===== src/sv/gma_pkg.sv =====
// ----------------------------------------------------------------------------
// gma_pkg: shared types and constants for the gated moving average core
// Payload structs, configuration register indexes and request codes.
// ----------------------------------------------------------------------------
package gma_pkg;

    localparam int MAX_WINDOW_DEFAULT = 32;

    localparam int DATA_W       = 16;
    localparam int REQ_W        = 2;
    localparam int CFG_LEN_W    = 6;
    localparam int CFG_PERIOD_W = 8;
    localparam int CFG_DATA_W   = 8;
    localparam int CFG_IDX_W    = 2;
    localparam int ELAPSED_W    = 9;

    localparam logic [CFG_IDX_W-1:0] REG_WINDOW_LENGTH = 2'd0;
    localparam logic [CFG_IDX_W-1:0] REG_SAMPLE_PERIOD = 2'd1;

    localparam logic [CFG_LEN_W-1:0]    WINDOW_LENGTH_RESET = 6'd32;
    localparam logic [CFG_PERIOD_W-1:0] SAMPLE_PERIOD_RESET = 8'd0;
    localparam logic [ELAPSED_W-1:0]    ELAPSED_SAT         = 9'd256;

    localparam logic [REQ_W-1:0] REQ_TICK   = 2'd0;
    localparam logic [REQ_W-1:0] REQ_SAMPLE = 2'd1;
    localparam logic [REQ_W-1:0] REQ_PRESET = 2'd2;

    typedef struct packed {
        logic [REQ_W-1:0]         req_type;
        logic signed [DATA_W-1:0] value;
    } gma_in_t;

    typedef struct packed {
        logic signed [DATA_W-1:0] average;
        logic                     accepted;
    } gma_out_t;

endpackage


===== src/sv/gma_store.sv =====
// ----------------------------------------------------------------------------
// gma_store: sample ring storage
// One write port, one registered read port; per-entry valid bits make
// entries that were not written since reset or a clear read as zero.
// ----------------------------------------------------------------------------
module gma_store
    import gma_pkg::*;
#(
    parameter int MAX_WINDOW = MAX_WINDOW_DEFAULT,
    localparam int SLOT_W    = $clog2(MAX_WINDOW)
) (
    input  logic                     aclk,
    input  logic                     aresetn,
    input  logic                     clear,
    input  logic                     wr_en,
    input  logic [SLOT_W-1:0]        wr_addr,
    input  logic signed [DATA_W-1:0] wr_data,
    input  logic [SLOT_W-1:0]        rd_addr,
    output logic signed [DATA_W-1:0] rd_data
);

    logic signed [DATA_W-1:0] store_mem [MAX_WINDOW];
    logic [MAX_WINDOW-1:0]    valid_reg;
    logic signed [DATA_W-1:0] rd_data_reg;
    logic                     rd_valid_reg;

    always_ff @(posedge aclk) begin
        if (wr_en) begin
            store_mem[wr_addr] <= wr_data;
        end
        rd_data_reg <= store_mem[rd_addr];
    end

    always_ff @(posedge aclk) begin
        if (!aresetn || clear) begin
            valid_reg    <= '0;
            rd_valid_reg <= 1'b0;
        end else begin
            if (wr_en) begin
                valid_reg[wr_addr] <= 1'b1;
            end
            rd_valid_reg <= valid_reg[rd_addr];
        end
    end

    assign rd_data = rd_valid_reg ? rd_data_reg : '0;

endmodule


===== src/sv/gma_divider.sv =====
// ----------------------------------------------------------------------------
// gma_divider: serial signed-by-unsigned divider
// Restoring division on the magnitude, one quotient bit per cycle,
// quotient truncated toward zero and returned as its low 16 bits.
// ----------------------------------------------------------------------------
module gma_divider
    import gma_pkg::*;
#(
    parameter int SUM_W = 21,
    parameter int LEN_W = 6,
    localparam int DCNT_W = $clog2(SUM_W)
) (
    input  logic                     aclk,
    input  logic                     aresetn,
    input  logic                     start,
    input  logic signed [SUM_W-1:0]  dividend,
    input  logic [LEN_W-1:0]         divisor,
    output logic                     done,
    output logic signed [DATA_W-1:0] quotient
);

    logic [SUM_W-1:0]  mag_reg,  mag_next;
    logic [LEN_W-1:0]  rem_reg,  rem_next;
    logic [LEN_W-1:0]  den_reg;
    logic [DCNT_W-1:0] cnt_reg,  cnt_next;
    logic              neg_reg;
    logic              busy_reg, busy_next;
    logic              done_reg, done_next;
    logic [LEN_W:0]    trial;
    logic [LEN_W:0]    trial_diff;
    logic [SUM_W-1:0]  signed_q;

    assign trial      = {rem_reg, mag_reg[SUM_W-1]};
    assign trial_diff = trial - {1'b0, den_reg};

    always_comb begin
        mag_next  = mag_reg;
        rem_next  = rem_reg;
        cnt_next  = cnt_reg;
        busy_next = busy_reg;
        done_next = 1'b0;
        if (busy_reg) begin
            // quotient bits shift in at the bottom as dividend bits leave the top
            if (!trial_diff[LEN_W]) begin
                rem_next = trial_diff[LEN_W-1:0];
                mag_next = {mag_reg[SUM_W-2:0], 1'b1};
            end else begin
                rem_next = trial[LEN_W-1:0];
                mag_next = {mag_reg[SUM_W-2:0], 1'b0};
            end
            cnt_next = cnt_reg + 1'b1;
            if (cnt_reg == DCNT_W'(SUM_W - 1)) begin
                busy_next = 1'b0;
                done_next = 1'b1;
            end
        end
    end

    always_ff @(posedge aclk) begin
        if (start) begin
            mag_reg <= dividend[SUM_W-1] ? SUM_W'(-dividend) : SUM_W'(dividend);
            rem_reg <= '0;
            den_reg <= divisor;
            cnt_reg <= '0;
            neg_reg <= dividend[SUM_W-1];
        end else begin
            mag_reg <= mag_next;
            rem_reg <= rem_next;
            cnt_reg <= cnt_next;
        end
    end

    always_ff @(posedge aclk) begin
        if (!aresetn) begin
            busy_reg <= 1'b0;
            done_reg <= 1'b0;
        end else if (start) begin
            busy_reg <= 1'b1;
            done_reg <= 1'b0;
        end else begin
            busy_reg <= busy_next;
            done_reg <= done_next;
        end
    end

    assign signed_q = neg_reg ? (~mag_reg + 1'b1) : mag_reg;
    assign quotient = signed_q[DATA_W-1:0];
    assign done     = done_reg;

endmodule


===== src/sv/gated_moving_average_core.sv =====
// ----------------------------------------------------------------------------
// gated_moving_average_core: gated boxcar moving-average filter
// Ticks, samples and presets in; one average per transaction out.
// ----------------------------------------------------------------------------
// Input transactions arrive on s_valid/s_ready/s_data: a millisecond tick,
// a sample (taken only once more than sample_period_ms ticks have passed)
// or a preset that fills the window with one value. Every input transaction
// yields one result on m_valid/m_ready/m_data: the running sum divided by
// the window length, truncated toward zero, plus a flag for a taken sample.
// Configuration is written through cfg_we/cfg_index/cfg_data; the user
// must write it only while idle, as the block does not enforce this.
// Writing window_length empties the window. A small sequencer around a
// serial divider that produces one quotient bit per cycle handles each
// transaction one at a time: a tick goes from accept through ST_DSTART,
// ST_DWAIT and ST_OUT to m_valid, a taken sample passes ST_UPDATE first
// and a preset ST_FILL for its fill sweep through the single write port
// of the sample store. s_ready is high only while idle.
// A result waiting on a stalled receiver sits in the output register; the
// next transaction is still accepted and holds at its end until the
// output register is free. Synchronous reset empties the window, clears
// the running sum, slot and elapsed count and restores the registers.
// ----------------------------------------------------------------------------
module gated_moving_average_core
    import gma_pkg::*;
#(
    parameter int MAX_WINDOW = MAX_WINDOW_DEFAULT
) (
    input  logic                    aclk,
    input  logic                    aresetn,
    input  logic                    s_valid,
    output logic                    s_ready,
    input  gma_in_t                 s_data,
    output logic                    m_valid,
    input  logic                    m_ready,
    output gma_out_t                m_data,
    input  logic                    cfg_we,
    input  logic [CFG_IDX_W-1:0]    cfg_index,
    input  logic [CFG_DATA_W-1:0]   cfg_data
);

    localparam int SLOT_W = $clog2(MAX_WINDOW);
    localparam int LEN_W  = $clog2(MAX_WINDOW + 1);
    localparam int SUM_W  = DATA_W + $clog2(MAX_WINDOW);
    localparam int CMP_W  = (SLOT_W + 1 > CFG_LEN_W) ? SLOT_W + 1 : CFG_LEN_W;

    localparam logic [2:0] ST_IDLE   = 3'd0;
    localparam logic [2:0] ST_UPDATE = 3'd1;
    localparam logic [2:0] ST_FILL   = 3'd2;
    localparam logic [2:0] ST_DSTART = 3'd3;
    localparam logic [2:0] ST_DWAIT  = 3'd4;
    localparam logic [2:0] ST_OUT    = 3'd5;

    logic [2:0]               state_reg, state_next;
    logic [CFG_LEN_W-1:0]     window_length_reg;
    logic [CFG_PERIOD_W-1:0]  sample_period_reg;
    logic signed [SUM_W-1:0]  sum_reg, sum_next;
    logic [SLOT_W-1:0]        slot_reg, slot_next;
    logic [ELAPSED_W-1:0]     elapsed_reg, elapsed_next;
    logic [SLOT_W-1:0]        work_slot_reg, work_slot_next;
    logic signed [DATA_W-1:0] value_reg, value_next;
    logic                     acc_reg, acc_next;
    logic                     m_valid_reg, m_valid_next;
    gma_out_t                 m_data_reg, m_data_next;

    logic [CMP_W-1:0]         wl_ext;
    logic [CMP_W-1:0]         len_cmp;
    logic [LEN_W-1:0]         len;
    logic [SLOT_W-1:0]        slot_start;
    logic [CMP_W-1:0]         slot_inc;
    logic                     in_fire;
    logic                     len_write;

    logic                     st_wr_en;
    logic [SLOT_W-1:0]        st_wr_addr;
    logic signed [DATA_W-1:0] st_rd_data;
    logic signed [SUM_W-1:0]  value_ext;
    logic signed [SUM_W-1:0]  old_ext;

    logic                     div_start;
    logic                     div_done;
    logic signed [DATA_W-1:0] div_quotient;

    // effective length: zero counts as one, clamped to the depth
    assign wl_ext  = CMP_W'(window_length_reg);
    assign len_cmp = (wl_ext == '0) ? CMP_W'(1) :
                     (wl_ext > CMP_W'(MAX_WINDOW)) ? CMP_W'(MAX_WINDOW) : wl_ext;
    assign len     = LEN_W'(len_cmp);

    assign slot_start = (CMP_W'(slot_reg) >= len_cmp) ? '0 : slot_reg;
    assign slot_inc   = CMP_W'(work_slot_reg) + CMP_W'(1);

    assign in_fire   = s_valid && s_ready;
    assign len_write = cfg_we && (cfg_index == REG_WINDOW_LENGTH);

    assign value_ext = SUM_W'(value_reg);
    assign old_ext   = SUM_W'(st_rd_data);

    assign st_wr_en   = (state_reg == ST_UPDATE) || (state_reg == ST_FILL);
    assign st_wr_addr = work_slot_reg;
    assign div_start  = (state_reg == ST_DSTART);

    gma_store #(
        .MAX_WINDOW(MAX_WINDOW)
    ) u_store (
        .aclk    (aclk),
        .aresetn (aresetn),
        .clear   (len_write),
        .wr_en   (st_wr_en),
        .wr_addr (st_wr_addr),
        .wr_data (value_reg),
        .rd_addr (slot_start),
        .rd_data (st_rd_data)
    );

    gma_divider #(
        .SUM_W(SUM_W),
        .LEN_W(LEN_W)
    ) u_divider (
        .aclk     (aclk),
        .aresetn  (aresetn),
        .start    (div_start),
        .dividend (sum_reg),
        .divisor  (len),
        .done     (div_done),
        .quotient (div_quotient)
    );

    always_comb begin
        state_next     = state_reg;
        sum_next       = sum_reg;
        slot_next      = slot_reg;
        elapsed_next   = elapsed_reg;
        work_slot_next = work_slot_reg;
        value_next     = value_reg;
        acc_next       = acc_reg;
        m_valid_next   = m_valid_reg;
        m_data_next    = m_data_reg;

        if (m_valid_reg && m_ready) begin
            m_valid_next = 1'b0;
        end

        case (state_reg)
            ST_IDLE: begin
                if (in_fire) begin
                    value_next = s_data.value;
                    acc_next   = 1'b0;
                    state_next = ST_DSTART;
                    case (s_data.req_type)
                        REQ_TICK: begin
                            if (elapsed_reg < ELAPSED_SAT) begin
                                elapsed_next = elapsed_reg + 1'b1;
                            end
                        end
                        REQ_SAMPLE: begin
                            if (elapsed_reg > ELAPSED_W'(sample_period_reg)) begin
                                work_slot_next = slot_start;
                                state_next     = ST_UPDATE;
                            end
                        end
                        REQ_PRESET: begin
                            work_slot_next = '0;
                            sum_next       = '0;
                            state_next     = ST_FILL;
                        end
                        default: begin
                        end
                    endcase
                end
            end
            ST_UPDATE: begin
                // old entry read back at the accept edge
                sum_next     = sum_reg + value_ext - old_ext;
                slot_next    = (slot_inc >= len_cmp) ? '0 : SLOT_W'(slot_inc);
                elapsed_next = '0;
                acc_next     = 1'b1;
                state_next   = ST_DSTART;
            end
            ST_FILL: begin
                sum_next       = sum_reg + value_ext;
                work_slot_next = SLOT_W'(slot_inc);
                if (CMP_W'(work_slot_reg) == len_cmp - CMP_W'(1)) begin
                    state_next = ST_DSTART;
                end
            end
            ST_DSTART: begin
                state_next = ST_DWAIT;
            end
            ST_DWAIT: begin
                if (div_done) begin
                    state_next = ST_OUT;
                end
            end
            ST_OUT: begin
                if (!m_valid_reg || m_ready) begin
                    m_valid_next         = 1'b1;
                    m_data_next.average  = div_quotient;
                    m_data_next.accepted = acc_reg;
                    state_next           = ST_IDLE;
                end
            end
            default: begin
                state_next = ST_IDLE;
            end
        endcase

        // a length write empties the window; the user must issue it only while idle, the block does not check
        if (len_write) begin
            sum_next  = '0;
            slot_next = '0;
        end
    end

    always_ff @(posedge aclk) begin
        if (!aresetn) begin
            state_reg         <= ST_IDLE;
            window_length_reg <= WINDOW_LENGTH_RESET;
            sample_period_reg <= SAMPLE_PERIOD_RESET;
            sum_reg           <= '0;
            slot_reg          <= '0;
            elapsed_reg       <= '0;
            m_valid_reg       <= 1'b0;
        end else begin
            state_reg   <= state_next;
            sum_reg     <= sum_next;
            slot_reg    <= slot_next;
            elapsed_reg <= elapsed_next;
            m_valid_reg <= m_valid_next;
            if (cfg_we) begin
                case (cfg_index)
                    REG_WINDOW_LENGTH: window_length_reg <= cfg_data[CFG_LEN_W-1:0];
                    REG_SAMPLE_PERIOD: sample_period_reg <= cfg_data[CFG_PERIOD_W-1:0];
                    default: begin
                    end
                endcase
            end
        end
    end

    always_ff @(posedge aclk) begin
        work_slot_reg <= work_slot_next;
        value_reg     <= value_next;
        acc_reg       <= acc_next;
        m_data_reg    <= m_data_next;
    end

    assign s_ready = (state_reg == ST_IDLE);
    assign m_valid = m_valid_reg;
    assign m_data  = m_data_reg;

endmodule


===== config.mk =====
export PLATFORM = sky130hd
export DESIGN_NAME = gated_moving_average_core
export DESIGN_NICKNAME = d
export VERILOG_FILES = /design/src/sv/gma_pkg.sv /design/src/sv/gma_store.sv /design/src/sv/gma_divider.sv /design/src/sv/gated_moving_average_core.sv
export SDC_FILE = /design/constraint.sdc
export NUM_CORES = 1
export LEC_CHECK = 0
export BUFFER_PORTS_ARGS = -buffer_cell sky130_fd_sc_hd__clkbuf_2
export CAP_MARGIN = 10
export CELL_PAD_IN_SITES_DETAIL_PLACEMENT = 2
export CELL_PAD_IN_SITES_GLOBAL_PLACEMENT = 2
export CORE_AREA = 2 2 256 258
export DETAILED_ROUTE_END_ITERATION = 6
export DIE_AREA = 0 0 258 260
export MAX_ROUTING_LAYER = met4
export PLACE_DENSITY_LB_ADDON = 0.1
export SLEW_MARGIN = 20
export SYNTH_ARGS = -nofsm -noshare
export SYNTH_HDL_FRONTEND = slang
export SYNTH_SLANG_ARGS = --single-unit

===== constraint.sdc =====
create_clock -name aclk -period 12.6 [get_ports aclk]
set_input_delay 0 -clock aclk [delete_from_list [all_inputs] [get_ports aclk]]
set_output_delay 0 -clock aclk [all_outputs]
set_load 0.05 [all_outputs]

==> metrics.md, run 1 <==
| Metric | Value |
|---|---|
| Run status | finished, final reports clean |
| Hold Fails Final Rpt | 0 |
| Io pins | between 50 and 60 |
| CTS tree | built |
| Final Setup Violations | 0 |
| Largest register FFs | 512 |
| Share of cells above drive strength 1 | 0.104 |
| H-tree depth | 3 |
| Clk buf depth | 3 |
| Syn Area/Cell | 12.4 um^2 |
| Gate count of the mapped netlist | about 2500 |
| Fin worst setup slack | 6.86 ns |
| Fin crit period | roughly 5.7 ns |
| Fill cell instance count of the final layout | around 6000 |
| Worst slew pin tran | about 1.2 ns |
| Post-CTS sizing | 0 |
| CTS Sinks | ~690 |
| Initial antenna violation count | 2 |
| DR WL/cell | around 33 um |
| WHS | about 0.060 ns |
| Pre-antenna DRT Iters | 5 |
| Synth cell count leaders | 579 x edfxtp_1, 457 x nor2_1, 139 x a211oi_1 |
| Number of max-cap violations | 0 |
| Vias in the first global route | 24460 |
| Slew headroom | 0.175 |
| Pins over their slew limit | 0 |
| Total Power | slightly above 8 mW |
| Final GP Congestion | roughly 0.89 |
| Pre-CTS setup slack | between 6 and 7 ns |
| Initial Util | 0.478 |
| Post-Route WL | around 110000 um |
| Post-Syn Nets | about 2600 |
| Clock root cell | clkbuf_16 |
| Synth area leaders | edfxtp_1 57%, dfxtp_1 7.5%, nor2_1 5.6% |
| Synth async-reset ratio | 0 |
| Cell Pwr Density | approximately 230 mW/mm^2 |
| Nets | ~2700 |
| Core area | 0.0641 mm^2 |
| Starting DRC count in detailed routing | 2278 |
| Final instance area | 0.0348 mm^2 |
| Max Freq | around 170 MHz |
| CP max FO | 56 |
| RSZ-0062 raised after global routing | false |
| GRT overflow | 0 |
| Largest net degree at the start of global routing | 142 |
| Setup crit start kind | register |
| Worst VDD drop | 137 uV |
| Die area | roughly 0.067 mm^2 |
| FF+latch count, synth | ~700 |
| Global-route wire length before repair | ~170000 um |
| Worst Path Arrival | between 6 and 7 ns |
| Yosys warnings | 0 |
| Leading area contributor after synthesis | edfxtp_1 |
| Vert. Die Dim | approximately 260 um |
| Setup_tns | 0 ns |
| CP Class | register to register |
| Later-pin clock latency in the skew report | about 0.66 ns |
| Worst endpoint required time | approximately 13 ns |
| Period utilization | 0.456 |
| Synth top area share | 0.567 |
| Most frequent cell after synthesis | edfxtp_1 |
| Clock Skews | 0.0439 ns |
| Crit path capture type | register |
| Lkg Pwr | ~12 nW |
| EDFF count, synth | 579 |
| Die Wd | 258 um |
| TritonCTS buffer count | 75 |
| Synthesized area | 0.0307 mm^2 |
| Post-synth top flop | edfxtp_1 |
| Sequential element share of the synthesized area | 0.642 |
| Final HPWL DP | 65800 um |
| Vias after detailed routing | ~22000 |
| Row cnt | 93 |
| Remaining antenna violation count | 0 |
| Number of port buffers | 51 |
| Worst hold path type | primary input to register |
| DRC | 0 |
| Post-synth cell types | 76 |
| Dpl cell area | 0.0320 mm^2 |
| GRT Util Overall | 0.350 |
| Avg Vias per Cell | approximately 6.5 |
| Reg clk slew, reported paths | approximately 0.06 ns |
| Area Growth Syn to Fin | 13.6% |
## routing by layer
| metal | vias up | wire length [um] | part of all wire | GRT usage |
|---|---|---|---|---|
| met1 | 11598 | 44600 | 0.39 | 0.418 |
| met2 | 975 | 56100 | 0.49 | 0.583 |
| met4 | 0 | 5530 | 0.049 | 0.159 |
| li1 | 9475 | - | - | - |
| met3 | 331 | 7380 | 0.065 | 0.0573 |
| met5 | - | 0 | 0 | - |
## per-stage QoR
step,utilization,std cells
after floorplan,-,2469
after global placement,0.498,3288
after detailed placement,0.498,3288
after CTS,0.543,3459
after global routing,0.544,3462
final,0.544,3462
## power by group
group          switching (mW)  internal [mW]
logic                    1.83          0.917
registers               0.250           2.84
clock network           0.999           1.32
total                    3.08           5.08
## cells in the final DEF, fill, tap and decap left out, types with 9 or more instances in the layout
cell           netlist  layout
and2_1              34      22
nor3_1              14      14
o21ai_0             75      75
ha_1                78      78
nand2_1             94      93
a211oi_1           139     139
xnor2_1             47      47
edfxtp_1           579     579
o31ai_1             10      10
nor4_1              34      32
a21oi_1             96      96
clkbuf_16            0      76
clkbuf_2             1      51
o211ai_1             9       9
a21o_1              16      16
clkinv_2             0      13
nor2b_1             25      25
o2111a_1            32      32
clkinv_1             2      15
o221ai_1            50      50
clkbuf_1           105      11
a22oi_1             14      14
a31oi_1             12      12
nand4_1             12      12
xor2_1              43      43
dlygate4sd3_1        0      35
and3_1              12      12
nand2b_1            26      26
o41ai_1             19      19
and2_2               0      12
inv_1               43      43
o21a_1              44      44
nand4b_1            19      19
nor2_1             457     455
buf_4                1      57
mux2i_1             61      61
nand3_1             19      18
a222oi_1             9       9
dfxtp_1            115     114
## kinds of logic after synthesis
family / Yosys count / synth area share
flip-flops: 694 / 0.642
AND/OR/NAND/NOR: 777 / 0.116
AO/OA/AOI/OAI: 567 / 0.135
XOR/XNOR: 90 / 0.0257
multiplexers: 69 / 0.0240
buffers and inverters: 191 / 0.0243
adder cells (fa/ha/maj): 81 / 0.0338
## worst max-delay path: stages (launching register included)
cell and delay, ns:
dfxtp_4 0.84, inv_1 0.23, ha_1 0.34, nand2b_1 0.14, a21o_1 0.23, a21oi_4 0.15
buf_4 0.55, o21ai_4 0.11, buf_4 0.35, buf_4 0.45, nor2_4 0.16, buf_4 0.50
buf_4 0.63, a211oi_1 0.12, o21ai_0 0.29, nand2_1 0.11, nand4b_1 0.22
## timing repair
item | 4_1_cts | 5_1_grt
endpoints found under the setup margin | 0 | 0
buffers inserted | 0 | 0
hold endpoints to repair | 39 | 0
hold buffers | 35 | 0
## area by class of cell
| type | count | area (um^2) | share of cell area |
|---|---|---|---|
| repair buffers | 145 | 1070 | 0.0307 |
| inverters | 46 | 173 | 0.00495 |
| flip-flops and latches | 694 | 19700 | 0.565 |
| diodes | 2 | 5.00 | 0.000144 |
| multi-input cells | 1584 | 10300 | 0.296 |
| clock inverters | 42 | 473 | 0.0136 |
| clock buffers | 94 | 2040 | 0.0585 |
| well taps | 855 | 1070 | 0.0307 |
## final timing paths
kind | start | end | slack, ns | cells after the start
max | slot_reg[0] | u_store.rd_data_reg[12] | 6.86 | 16
min | s_data[17] | state_reg[0] | 0.06 | 5
max reg2reg | slot_reg[0] | u_store.rd_data_reg[12] | 6.86 | 16
min reg2reg | acc_reg | m_data[0] | 0.44 | 0
(Power assumes the default switching activity.)
==> run 2, diff against run 1 <==
- ABC_AREA: default -> 1
- CORE_AREA: 2 2 256 258 -> 2 2 300 302
- DIE_AREA: 0 0 258 260 -> 0 0 302 304
- clock period: 12.6 -> 4.9 ns (I/O delays scaled with it)
==> metrics.md, run 2 <==
| Metric | Value |
|---|---|
| Vias after detailed routing | between 20000 and 25000 |
| Synth async-reset ratio | 0 |
| Clock root cell | clkbuf_16 |
| Vias in the first global route | roughly 28000 |
| Global-route wire length before repair | between 150000 and 200000 um |
| H-tree depth | 3 |
| CTS Sinks | about 690 |
| EDFF count, synth | between 500 and 600 |
| Share of cells above drive strength 1 | 0.0931 |
| Synthesized area | ~0.033 mm^2 |
| Final instance area | approximately 0.038 mm^2 |
| Post-Syn Nets | between 3000 and 4000 |
| Worst hold path type | primary input to register |
| Syn Area/Cell | approximately 9.7 um^2 |
| Fin crit period | 4.00 ns |
| Starting DRC count in detailed routing | 1558 |
| Combined area of the multi-input logic cells | slightly above 0.01 mm^2 |
| CTS tree | built |
| Final Setup Violations | 0 |
| Vert. Die Dim | 304 um |
| Most frequent cells in the layout | 740 x nand2_1, 579 x edfxtp_1, 494 x inv_1, 342 x nand3_1, 221 x nor2_1 |
| Post-CTS sizing | 0 |
| Reg-to-reg slack, setup | between 0.8 and 0.9 ns |
| Post-synth cell types | 48 |
| Period utilization | 0.816 |
| Post-synth top flop | edfxtp_1 |
| Initial Util | 0.366 |
| Row cnt | 110 |
| Die Wd | just over 300 um |
| Max Freq | 250 MHz |
| Remaining antenna violation count | 0 |
| RSZ-0062 raised after global routing | false |
| Post-Route WL | between 100000 and 150000 um |
| Clock Skews | approximately 0.028 ns |
| Hold Fails Final Rpt | 0 |
| Io pins | 52 |
| Die area | 0.0918 mm^2 |
| Number of max-cap violations | 0 |
| Hold_sp | s_data[17] |
| CP Class | register to register |
| Worst VDD drop | 294 uV |
| Slew headroom | 0.281 |
| Gate count of the mapped netlist | 3353 |
| Reg-to-reg startpoint | window_length_reg[2] |
| Setup_tns | 0 ns |
| Pins over their slew limit | 0 |
| Pre-antenna DRT Iters | 5 |
| Synth cell count leaders | 740 x nand2_1, 579 x edfxtp_1, 495 x inv_1 |
| Largest register FFs | around 510 |
| Clk buf depth | 3 |
| GRT Util Overall | 0.267 |
| Worst Path Arrival | about 4.5 ns |
| Yosys warnings | 0 |
| Cell Pwr Density | 563 mW/mm^2 |
| TritonCTS buffer count | 83 |
| Commonest non-fill, non-tap cell in the layout | nand2_1 |
| Later-pin clock latency in the skew report | between 0.6 and 0.7 ns |
| Core area | around 0.089 mm^2 |
| Lkg Pwr | roughly 16 nW |
| Leading area contributor after synthesis | edfxtp_1 |
| Most frequent cell after synthesis | nand2_1 |
| DR WL/cell | 24.9 um |
| Dpl cell area | ~0.034 mm^2 |
| CP max FO | 39 |
| Area Growth Syn to Fin | 15.5% |
| Final GP Congestion | around 0.9 |
| CP startpoint | window_length_reg[2] |
| Largest net degree at the start of global routing | 95 |
| Sequential element share of the synthesized area | 0.604 |
| GRT overflow | 0 |
| Sequential Area | 0.0197 mm^2 |
| Reg clk slew, reported paths | around 0.06 ns |
| Fill cell instance count of the final layout | roughly 9400 |
| DRC | 0 |
| Avg Vias per Cell | 5.29 |
| Worst slew pin tran | ~1.1 ns |
| Setup crit start kind | register |
| Nets | approximately 3600 |
| Crit path capture type | register |
| Final HPWL DP | between 70000 and 80000 um |
| Number of port buffers | just over 50 |
| Synth top area share | 0.533 |
| FF+latch count, synth | 694 |
| Worst endpoint required time | 5.44 ns |
| Initial antenna violation count | 2 |
| Run status | finished, final reports clean |
| Synth area leaders | edfxtp_1 53%, nand2_1 8.5%, dfxtp_1 7.1% |
[run 2: final cells by class]
class / count / share of cell area
sequential: 694 / 0.523
multi-input combinational: 2012 / 0.276
clock buffer: 113 / 0.0615
inverter: 503 / 0.0503
timing repair buffer: 181 / 0.0395
tap: 1176 / 0.0391
clock inverter: 42 / 0.0105
antenna: 2 / 0.000133
[run 2: worst max-delay path: stages (launching register included)]
cell and delay, ns:
dfxtp_1 0.34, nor2_1 0.12, nand3_1 0.08, a21oi_1 0.45, ha_1 0.34, inv_1 0.07
nand2_1 0.05, nand2_1 0.06, nand2_1 0.06, nand3_2 0.18, nand3_4 0.50, buf_12 0.41
buf_4 0.24, o211ai_1 0.23, nand3_1 0.20, nand3_1 0.23, nand2_1 0.10, nand2_1 0.13
nand2_1 0.06
[run 2: worst paths after layout]
check | to | cells past startpoint
min reg2reg | m_data[0] | 0
min | state_reg[1] | 9
max reg2reg | u_store.rd_data_reg[13] | 18
max | u_store.rd_data_reg[13] | 18
[run 2: where the power goes]
group	leakage, nW	switching, mW	internal (mW)	total (mW)
Combinational	8.18	5.21	2.07	7.28
Clock	1.33	2.56	3.63	6.19
Sequential	6.18	0.481	7.26	7.74
[run 2: cell families (layout without fill, tap and decap cells)]
| kind of cell | count (synthesis) | count (layout) | share of synthesized area |
|---|---|---|---|
| AO/OA/AOI/OAI | 445 | 445 | 0.0835 |
| XOR/XNOR | 54 | 54 | 0.0145 |
| adder cells (fa/ha/maj) | 81 | 81 | 0.0318 |
| buffers and inverters | 647 | 839 | 0.0795 |
| flip-flops | 694 | 694 | 0.604 |
| other | 0 | 2 | 0 |
| AND/OR/NAND/NOR | 1432 | 1432 | 0.187 |
[run 2: repair_timing]
item / 4_1_cts / 5_1_grt
hold endpoints to repair: 47 / 0
hold buffers: 47 / 0
buffers inserted: 0 / 0
[run 2: stage by stage]
step | util | hold slack, ns | power [mW] | setup WS (ns) | cells
6_report | 0.423 | 0.105 | 21.2 | 0.899 | 4723
5_1_grt | 0.423 | 0.0774 | 22.5 | 0.498 | 4722
4_1_cts | 0.423 | 0.0271 | 21.4 | 0.881 | 4721
3_5_place_dp | 0.387 | 0.223 | 15.1 | 0.900 | 4519
3_3_place_gp | 0.387 | 0.226 | 14.8 | 0.598 | 4519
2_1_floorplan | - | 0.0989 | 12.2 | 1.37 | 3353
[run 2: routing by layer]
layer,part of all wire,GRT usage,up-vias
li1,-,-,11524
met1,0.44,0.331,12861
met2,0.50,0.455,417
met3,0.033,0.0324,168
met4,0.027,0.0787,0
met5,0,-,-
